## config.mk

```make
export PLATFORM = sky130hd
export DESIGN_NAME = accumulator_alu_with_flags
export DESIGN_NICKNAME = d
export VERILOG_FILES = /design/src/rtl/aluf_pkg.sv /design/src/rtl/aluf_core.sv /design/src/rtl/accumulator_alu_with_flags.sv
export SDC_FILE = /design/constraint.sdc
export NUM_CORES = 1
export LEC_CHECK = 0
export ABC_AREA = 1
export BUFFER_PORTS_ARGS = -buffer_cell sky130_fd_sc_hd__clkbuf_2
export CORE_MARGIN = 3
export CORE_UTILIZATION = 53
export DETAILED_ROUTE_END_ITERATION = 10
export GPL_ROUTABILITY_DRIVEN = 0
export PLACE_DENSITY_LB_ADDON = 0.2
export RECOVER_POWER = 50
export SLEW_MARGIN = 20
export SYNTH_ARGS = -nofsm -noshare
export SYNTH_HDL_FRONTEND = slang
export SYNTH_HIERARCHICAL = 1
export SYNTH_SLANG_ARGS = --single-unit
```

## constraint.sdc

```tcl
create_clock -name clk_i -period 3.13 [get_ports clk_i]
set_clock_uncertainty 0.15 [all_clocks]
set_input_delay 0.313 -clock clk_i [delete_from_list [all_inputs] [get_ports clk_i]]
set_output_delay 0.313 -clock clk_i [all_outputs]
set_load 0.005 [all_outputs]
```

## src/rtl/aluf_pkg.sv

```systemverilog
`timescale 1ns / 1ps
// ----------------------------------------------------------------------------
// aluf_pkg
// Shared operation codes and request/result types for the accumulator ALU.
// ----------------------------------------------------------------------------
package aluf_pkg;

  localparam int unsigned FuncW   = 5;
  localparam int unsigned WordW   = 16;
  localparam int unsigned InDataW = 40;
  localparam int unsigned OutDataW = 24;

  localparam logic [FuncW-1:0] FuncAdd  = 5'd0;
  localparam logic [FuncW-1:0] FuncAdc  = 5'd1;
  localparam logic [FuncW-1:0] FuncSub  = 5'd2;
  localparam logic [FuncW-1:0] FuncSbc  = 5'd3;
  localparam logic [FuncW-1:0] FuncCmp  = 5'd4;
  localparam logic [FuncW-1:0] FuncAnd  = 5'd5;
  localparam logic [FuncW-1:0] FuncOr   = 5'd6;
  localparam logic [FuncW-1:0] FuncEor  = 5'd7;
  localparam logic [FuncW-1:0] FuncBit  = 5'd8;
  localparam logic [FuncW-1:0] FuncLsr  = 5'd9;
  localparam logic [FuncW-1:0] FuncAsr  = 5'd10;
  localparam logic [FuncW-1:0] FuncAsl  = 5'd11;
  localparam logic [FuncW-1:0] FuncRor  = 5'd12;
  localparam logic [FuncW-1:0] FuncRol  = 5'd13;
  localparam logic [FuncW-1:0] FuncNeg  = 5'd14;
  localparam logic [FuncW-1:0] FuncCom  = 5'd15;
  localparam logic [FuncW-1:0] FuncInc  = 5'd16;
  localparam logic [FuncW-1:0] FuncDec  = 5'd17;
  localparam logic [FuncW-1:0] FuncClr  = 5'd18;
  localparam logic [FuncW-1:0] FuncTst  = 5'd19;
  localparam logic [FuncW-1:0] FuncDaa  = 5'd20;
  localparam logic [FuncW-1:0] FuncCpx  = 5'd21;
  localparam logic [FuncW-1:0] FuncLoad = 5'd22;

  localparam logic [7:0] DaaLimit  = 8'h99;
  localparam logic [7:0] DaaLowAdj = 8'h06;
  localparam logic [7:0] DaaHiAdj  = 8'h60;
  localparam logic [3:0] NibbleMax = 4'h9;

  typedef struct packed {
    logic [FuncW-1:0] func;
    logic [WordW-1:0] operand_a;
    logic [WordW-1:0] operand_b;
    logic             carry_in;
    logic             overflow_in;
    logic             half_in;
  } alu_req_t;

  typedef struct packed {
    logic [WordW-1:0] result;
    logic             carry_out;
    logic             overflow_out;
    logic             zero_out;
    logic             negative_out;
    logic             half_out;
  } alu_res_t;

endpackage

```

## src/rtl/aluf_core.sv

```systemverilog
`timescale 1ns / 1ps
// ----------------------------------------------------------------------------
// aluf_core
// Combinational datapath: one operation and its condition flags.
// ----------------------------------------------------------------------------
module aluf_core (
  input  aluf_pkg::alu_req_t req_i,
  output aluf_pkg::alu_res_t res_o
);

  logic [7:0] a, b, r, addend, x, y, incr;
  logic [8:0] s9;
  logic [4:0] s5;
  logic       ci, c, v, h, wide;
  logic [7:0] hi, lo;

  always_comb begin
    a      = req_i.operand_a[7:0];
    b      = req_i.operand_b[7:0];
    c      = req_i.carry_in;
    v      = req_i.overflow_in;
    h      = req_i.half_in;
    r      = 8'h00;
    wide   = 1'b0;
    addend = b;
    ci     = 1'b0;
    x      = a;
    y      = b;
    incr   = 8'h00;
    s9     = 9'h000;
    s5     = 5'h00;
    hi     = 8'h00;
    lo     = 8'h00;

    unique case (req_i.func) inside
      aluf_pkg::FuncAdd, aluf_pkg::FuncAdc, aluf_pkg::FuncInc: begin
        addend = (req_i.func == aluf_pkg::FuncInc) ? 8'h01 : b;
        ci     = (req_i.func == aluf_pkg::FuncAdc) ? req_i.carry_in : 1'b0;
        s9     = {1'b0, a} + {1'b0, addend} + {8'h00, ci};
        s5     = {1'b0, a[3:0]} + {1'b0, addend[3:0]} + {4'h0, ci};
        r      = s9[7:0];
        v      = (a[7] ~^ addend[7]) & (a[7] ^ r[7]);
        if (req_i.func != aluf_pkg::FuncInc) begin
          c = s9[8];
          h = s5[4];
        end
      end
      aluf_pkg::FuncSub, aluf_pkg::FuncSbc, aluf_pkg::FuncCmp,
      aluf_pkg::FuncNeg, aluf_pkg::FuncDec: begin
        if (req_i.func == aluf_pkg::FuncSbc) ci = req_i.carry_in;
        if (req_i.func == aluf_pkg::FuncNeg) begin
          x = 8'h00;
          y = a;
        end
        if (req_i.func == aluf_pkg::FuncDec) y = 8'h01;
        s9 = {1'b0, x} - {1'b0, y} - {8'h00, ci};
        r  = s9[7:0];
        v  = (x[7] ^ y[7]) & (x[7] ^ r[7]);
        if (req_i.func != aluf_pkg::FuncDec) c = s9[8];
      end
      aluf_pkg::FuncAnd, aluf_pkg::FuncBit: begin
        r = a & b;
        v = 1'b0;
      end
      aluf_pkg::FuncOr: begin
        r = a | b;
        v = 1'b0;
      end
      aluf_pkg::FuncEor: begin
        r = a ^ b;
        v = 1'b0;
      end
      aluf_pkg::FuncLsr: begin
        r = {1'b0, a[7:1]};
        c = a[0];
        v = r[7] ^ c;
      end
      aluf_pkg::FuncAsr: begin
        r = {a[7], a[7:1]};
        c = a[0];
        v = r[7] ^ c;
      end
      aluf_pkg::FuncAsl: begin
        r = {a[6:0], 1'b0};
        c = a[7];
        v = r[7] ^ c;
      end
      aluf_pkg::FuncRor: begin
        r = {req_i.carry_in, a[7:1]};
        c = a[0];
        v = r[7] ^ c;
      end
      aluf_pkg::FuncRol: begin
        r = {a[6:0], req_i.carry_in};
        c = a[7];
        v = r[7] ^ c;
      end
      aluf_pkg::FuncCom: begin
        r = ~a;
        c = 1'b1;
        v = 1'b0;
      end
      aluf_pkg::FuncClr: begin
        r = 8'h00;
        c = 1'b0;
        v = 1'b0;
      end
      aluf_pkg::FuncTst: begin
        r = a;
        c = 1'b0;
        v = 1'b0;
      end
      aluf_pkg::FuncDaa: begin
        if (req_i.half_in || (a[3:0] > aluf_pkg::NibbleMax)) incr = incr | aluf_pkg::DaaLowAdj;
        if (req_i.carry_in || (a > aluf_pkg::DaaLimit)) incr = incr | aluf_pkg::DaaHiAdj;
        r = a + incr;
        v = (a[7] ~^ incr[7]) & (a[7] ^ r[7]);
        c = req_i.carry_in | (a > aluf_pkg::DaaLimit);
      end
      aluf_pkg::FuncCpx: begin
        // Each byte is subtracted on its own; no borrow passes between them.
        wide = 1'b1;
        hi   = req_i.operand_a[15:8] - req_i.operand_b[15:8];
        lo   = req_i.operand_a[7:0] - req_i.operand_b[7:0];
        v    = (req_i.operand_a[15] ^ req_i.operand_b[15]) & (req_i.operand_a[15] ^ hi[7]);
      end
      default: begin
        // Load, and every unassigned code, passes the low byte of the first operand on.
        r = a;
        v = 1'b0;
      end
    endcase

    res_o.carry_out    = c;
    res_o.overflow_out = v;
    res_o.half_out     = h;
    if (wide) begin
      res_o.result       = {hi, lo};
      res_o.zero_out     = ({hi, lo} == 16'h0000);
      res_o.negative_out = hi[7];
    end else begin
      res_o.result       = {8'h00, r};
      res_o.zero_out     = (r == 8'h00);
      res_o.negative_out = r[7];
    end
  end

endmodule

```

## src/rtl/accumulator_alu_with_flags.sv

```systemverilog
`timescale 1ns / 1ps
// ----------------------------------------------------------------------------
// accumulator_alu_with_flags
// Eight-bit accumulator ALU with carry, overflow, zero, negative and
// half-carry flags, between an input register and a result register.
// ----------------------------------------------------------------------------
//
// Channel   Direction  Carries
// s_axis    in         request: opcode in tuser, operands and incoming flags
// m_axis    out        result word and the five new flags
//
// One request is taken in every cycle while the output does not stall; the
// result passes from the input register through the datapath to the result
// register. Reset clears both valid flags only; the payload registers are
// not reset. When the output stalls, the result register holds and the
// input register still takes one more request before tready falls, so
// neither side waits while the other has room.
// ----------------------------------------------------------------------------
module accumulator_alu_with_flags (
  input  logic                           clk_i,
  input  logic                           rst_ni,
  input  logic                           s_axis_tvalid,
  output logic                           s_axis_tready,
  // tdata fields from bit 0: operand_a[15:0], operand_b[31:16],
  // carry_in[32], overflow_in[33], half_in[34], zero fill [39:35].
  input  logic [aluf_pkg::InDataW-1:0]   s_axis_tdata,
  // tuser fields from bit 0: func[4:0].
  input  logic [aluf_pkg::FuncW-1:0]     s_axis_tuser,
  output logic                           m_axis_tvalid,
  input  logic                           m_axis_tready,
  // tdata fields from bit 0: result[15:0], carry_out[16], overflow_out[17],
  // zero_out[18], negative_out[19], half_out[20], zero fill [23:21].
  output logic [aluf_pkg::OutDataW-1:0]  m_axis_tdata
);

  // Input register stage.
  logic               req_valid_q;
  aluf_pkg::alu_req_t req_q, req_d;

  // Result register stage.
  logic               res_valid_q;
  aluf_pkg::alu_res_t res_q, res_d;

  logic res_ready, req_ready;

  // A stage can load when it is empty or its contents move on this cycle.
  assign res_ready     = !res_valid_q || m_axis_tready;
  assign req_ready     = !req_valid_q || res_ready;
  assign s_axis_tready = req_ready;

  always_comb begin
    req_d.func        = s_axis_tuser;
    req_d.operand_a   = s_axis_tdata[15:0];
    req_d.operand_b   = s_axis_tdata[31:16];
    req_d.carry_in    = s_axis_tdata[32];
    req_d.overflow_in = s_axis_tdata[33];
    req_d.half_in     = s_axis_tdata[34];
  end

  always_ff @(posedge clk_i or negedge rst_ni) begin
    if (!rst_ni) begin
      req_valid_q <= 1'b0;
    end else if (req_ready) begin
      req_valid_q <= s_axis_tvalid;
    end
  end

  always_ff @(posedge clk_i) begin
    if (req_ready && s_axis_tvalid) begin
      req_q <= req_d;
    end
  end

  // The whole operation is worked out in one pass between the two registers.
  aluf_core u_core (
    .req_i (req_q),
    .res_o (res_d)
  );

  always_ff @(posedge clk_i or negedge rst_ni) begin
    if (!rst_ni) begin
      res_valid_q <= 1'b0;
    end else if (res_ready) begin
      res_valid_q <= req_valid_q;
    end
  end

  always_ff @(posedge clk_i) begin
    if (res_ready && req_valid_q) begin
      res_q <= res_d;
    end
  end

  assign m_axis_tvalid = res_valid_q;
  assign m_axis_tdata  = {3'b000, res_q.half_out, res_q.negative_out, res_q.zero_out,
                          res_q.overflow_out, res_q.carry_out, res_q.result};

  // An accepted request always lands in the input register.
  a_req_loaded: assert property (@(posedge clk_i) disable iff (!rst_ni)
    (s_axis_tvalid && s_axis_tready) |=> req_valid_q)
    else $error("accepted request not held in the input register");

  // A request waiting in the input register is not dropped by a stall.
  a_req_kept: assert property (@(posedge clk_i) disable iff (!rst_ni)
    (req_valid_q && !res_ready) |=> (req_valid_q && $stable(req_q)))
    else $error("stalled request lost or altered");

  // When the high byte is clear, the zero flag matches the low byte.
  a_zero_flag: assert property (@(posedge clk_i) disable iff (!rst_ni)
    (m_axis_tvalid && (res_q.result[15:8] == 8'h00)) |->
      (res_q.zero_out == (res_q.result[7:0] == 8'h00)))
    else $error("zero flag disagrees with result");

endmodule
```

==> impl_metrics.toml <==
[outcome]
status = "finished, violations left"
violations = "DRC, setup timing"

[cts]
cts_buffer_depth = 2
htree_levels = 3
numCtsBuffers = 9
clk_latency_ns = 0.35
clockRootBuffer = "clkbuf_8"
path_clk_slew_ns = 0.07
cts.sinks = 62
cts_tree = "done"

[grt]
grt_antenna_before_repair = 0
grt_pass1_vias = 5322
grt_pass1_wl_um = 25300
overflow = 0
grt_use_total_pct = 28.6
grt_max_degree = 40

[timing]
maxSlewViolCount = 0
post-route-period-util_pct = 104
worst_pin_slew_ns = 1.16
rsz0062_at_grt = "true"
fmax_ghz = 0.307
setup_viol = 3
setup_ws_ns = -0.130
slew_headroom_pct = 22.9
period_minus_slack_ns = 3.26
hold_violations = 0

[critical_path]
setup.worst_path.start = "req_q[35]"
max_stage_delay_ns = 0.51
worst_ep_arrival_time_ns = 3.32
path_max_fanout = 7
cp-endpoint = "m_axis_tdata[18]"
end_kind = "register"
path_cells = "buf_4, nor2_2, nand3_2, buf_4, nand2_1, inv_1, ha_2, nand2_1, nor3_1, nand2_1, o211ai_1, nand2_1, nand3_1, nand3_1, nor2_1, nand4_1, nand2_1"
cp_top_family = "simple AND/OR/NAND/NOR gates"
crit_required_ns = 3.19
slowest_stage = "edfxtp_1"
r2r-start = "req_q[35]"
critPathLaunchType = "register"
path_buf_inv = 3
crit_cells = 17
r2r-end = "m_axis_tdata[18]"
rrSetupSlack_ns = -0.13
worstSetupPathType = "register to register"
cpMostUsedCell = "nand2_1"
ff2ff_path_depth = 17

[die]
core_sq_um = 9500
die_h_um = 106
ios = 75
die_x_um = 106
initial_core_util_pct = 56.1
die_area_sq_um = 11300
fp-row-count = 35

[pwr]
combPwrFrac_pct = 39.1
p_total_mw = 2.69
ir_drop_uv = 311
power_frac_clock_pct = 22.6
leakage_nw = 3.56
power_switching_mw = 0.984
switching_share_pct = 36.6
powerDensity_nw_per_um2 = 372
intPower_mw = 1.71
pwr-share-seq_pct = 38.3

[finish]
area_growth_pct = 35.8
nNetsFinal = 986
layout-drive-gt1-share_pct = 29.4
final-seq-area_sq_um = 1850
nFillCells = 662
antennaDiodeCount = 0
multi_input_area_sq_um = 3420

[place]
place_ws_ns = -0.122
port_buffers = 65
place_hpwl_um = 11600

[drt]
via_per_inst = 5.68
first_pass_iters = 9
avgRoutedWirePerCell_um = 17.3
vias = 5739
drcViolationCount = 1
drt_iter0_drc = 686
drt-total-wl_um = 17500
drt.antenna.violating_nets = 0

[synthesis]
ys_warn_count = 6
syn_inst = 711
synth_area_sq_um = 5330
postSynthAreaPerCell_sq_um = 7.49

[min_path]
min_path_type = "primary input to register"

[flow_run]
drv_cap = 0
## placed cells by master, fill, tap and decap left out, types with 3 or more instances in the layout
cell / n
a21oi_1: 25
a21oi_2: 8
buf_4: 57
buf_6: 6
clkbuf_1: 14
clkbuf_2: 52
clkbuf_8: 9
conb_1: 3
dlygate4sd3_1: 36
edfxtp_1: 60
fa_2: 5
ha_1: 42
ha_2: 3
ha_4: 9
inv_1: 92
inv_2: 23
nand2_1: 167
nand2_2: 22
nand2_4: 4
nand3_1: 60
nand3_2: 16
nand3b_1: 3
nand4_1: 12
nor2_1: 53
nor2_2: 7
nor2_4: 7
nor3_1: 3
o211ai_1: 3
o21ai_0: 23
o21ai_2: 7
or2_2: 4
xor2_1: 3
## registers in the layout (all words and copies together), names as in the netlist
signal	cells
req_valid_q	1
req_q	39
m_axis_tdata	21
m_axis_tvalid	1
## power by group through the flow
stage          logic, mW  registers, mW  clock network, mW
2_1_floorplan      0.518           1.05                  0
3_3_place_gp       0.762           1.04                  0
3_5_place_dp       0.794           1.04                  0
4_1_cts            0.864           1.03              0.612
5_1_grt             1.14           1.04              0.659
6_report            1.05           1.03              0.607
## per-stage QoR
| step | std cells | setup TNS (ns) | hold WS [ns] | instance area [sq um] | utilization (%) |
|---|---|---|---|---|---|
| 2_1_floorplan | 713 | 0 | -0.133 | 5390 | - |
| 3_3_place_gp | 940 | -0.0315 | -0.0515 | 6140 | 64.6 |
| 3_5_place_dp | 940 | -0.353 | -0.0500 | 6140 | 64.6 |
| 4_1_cts | 997 | 0 | 0.00257 | 6780 | 71.4 |
| 5_1_grt | 1010 | -0.862 | 0.00419 | 7240 | 76.2 |
| 6_report | 1010 | -0.169 | 0.0131 | 7240 | 76.2 |
## layout make-up
| cell class | count | area share [%] |
|---|---|---|
| Clock buffer | 10 | 1.76 |
| Multi-Input combinational cell | 520 | 47.3 |
| Clock inverter | 6 | 0.536 |
| Timing Repair Buffer | 166 | 16.4 |
| Tap cell | 129 | 2.23 |
| Inverter | 117 | 6.14 |
| Sequential cell | 62 | 25.6 |
## per-layer routing
metal  wire, um  part of all wire, %  GRT usage, %
met1       6860                   39          35.9
met5          0                    0             0
met3       1470                  8.4          6.07
met2       8600                   49          48.6
met4        591                  3.4          10.5
## repair_timing
action | CTS | global route
hold endpoints to repair | 37 | 0
cloned | 0 | 1
pin swaps | 10 | 34
buffers inserted | 5 | 12
hold buffers | 36 | 0
resized for setup | 20 | 103
setup endpoints to repair | 5 | 9
## worst min-delay path by stage
stage	start	slack, ns	to	depth (start not counted)
floorplan	rst_ni	-0.13	m_axis_tvalid	0
global placement	rst_ni	-0.05	m_axis_tvalid	1
detailed placement	rst_ni	-0.05	req_valid_q	1
CTS	s_axis_tdata[6]	0.003	req_q[25]	1
global route	s_axis_tdata[6]	0.004	req_q[25]	1
finish	s_axis_tdata[6]	0.01	req_q[25]	1
No activity file was read; power rests on OpenSTA's default activity.
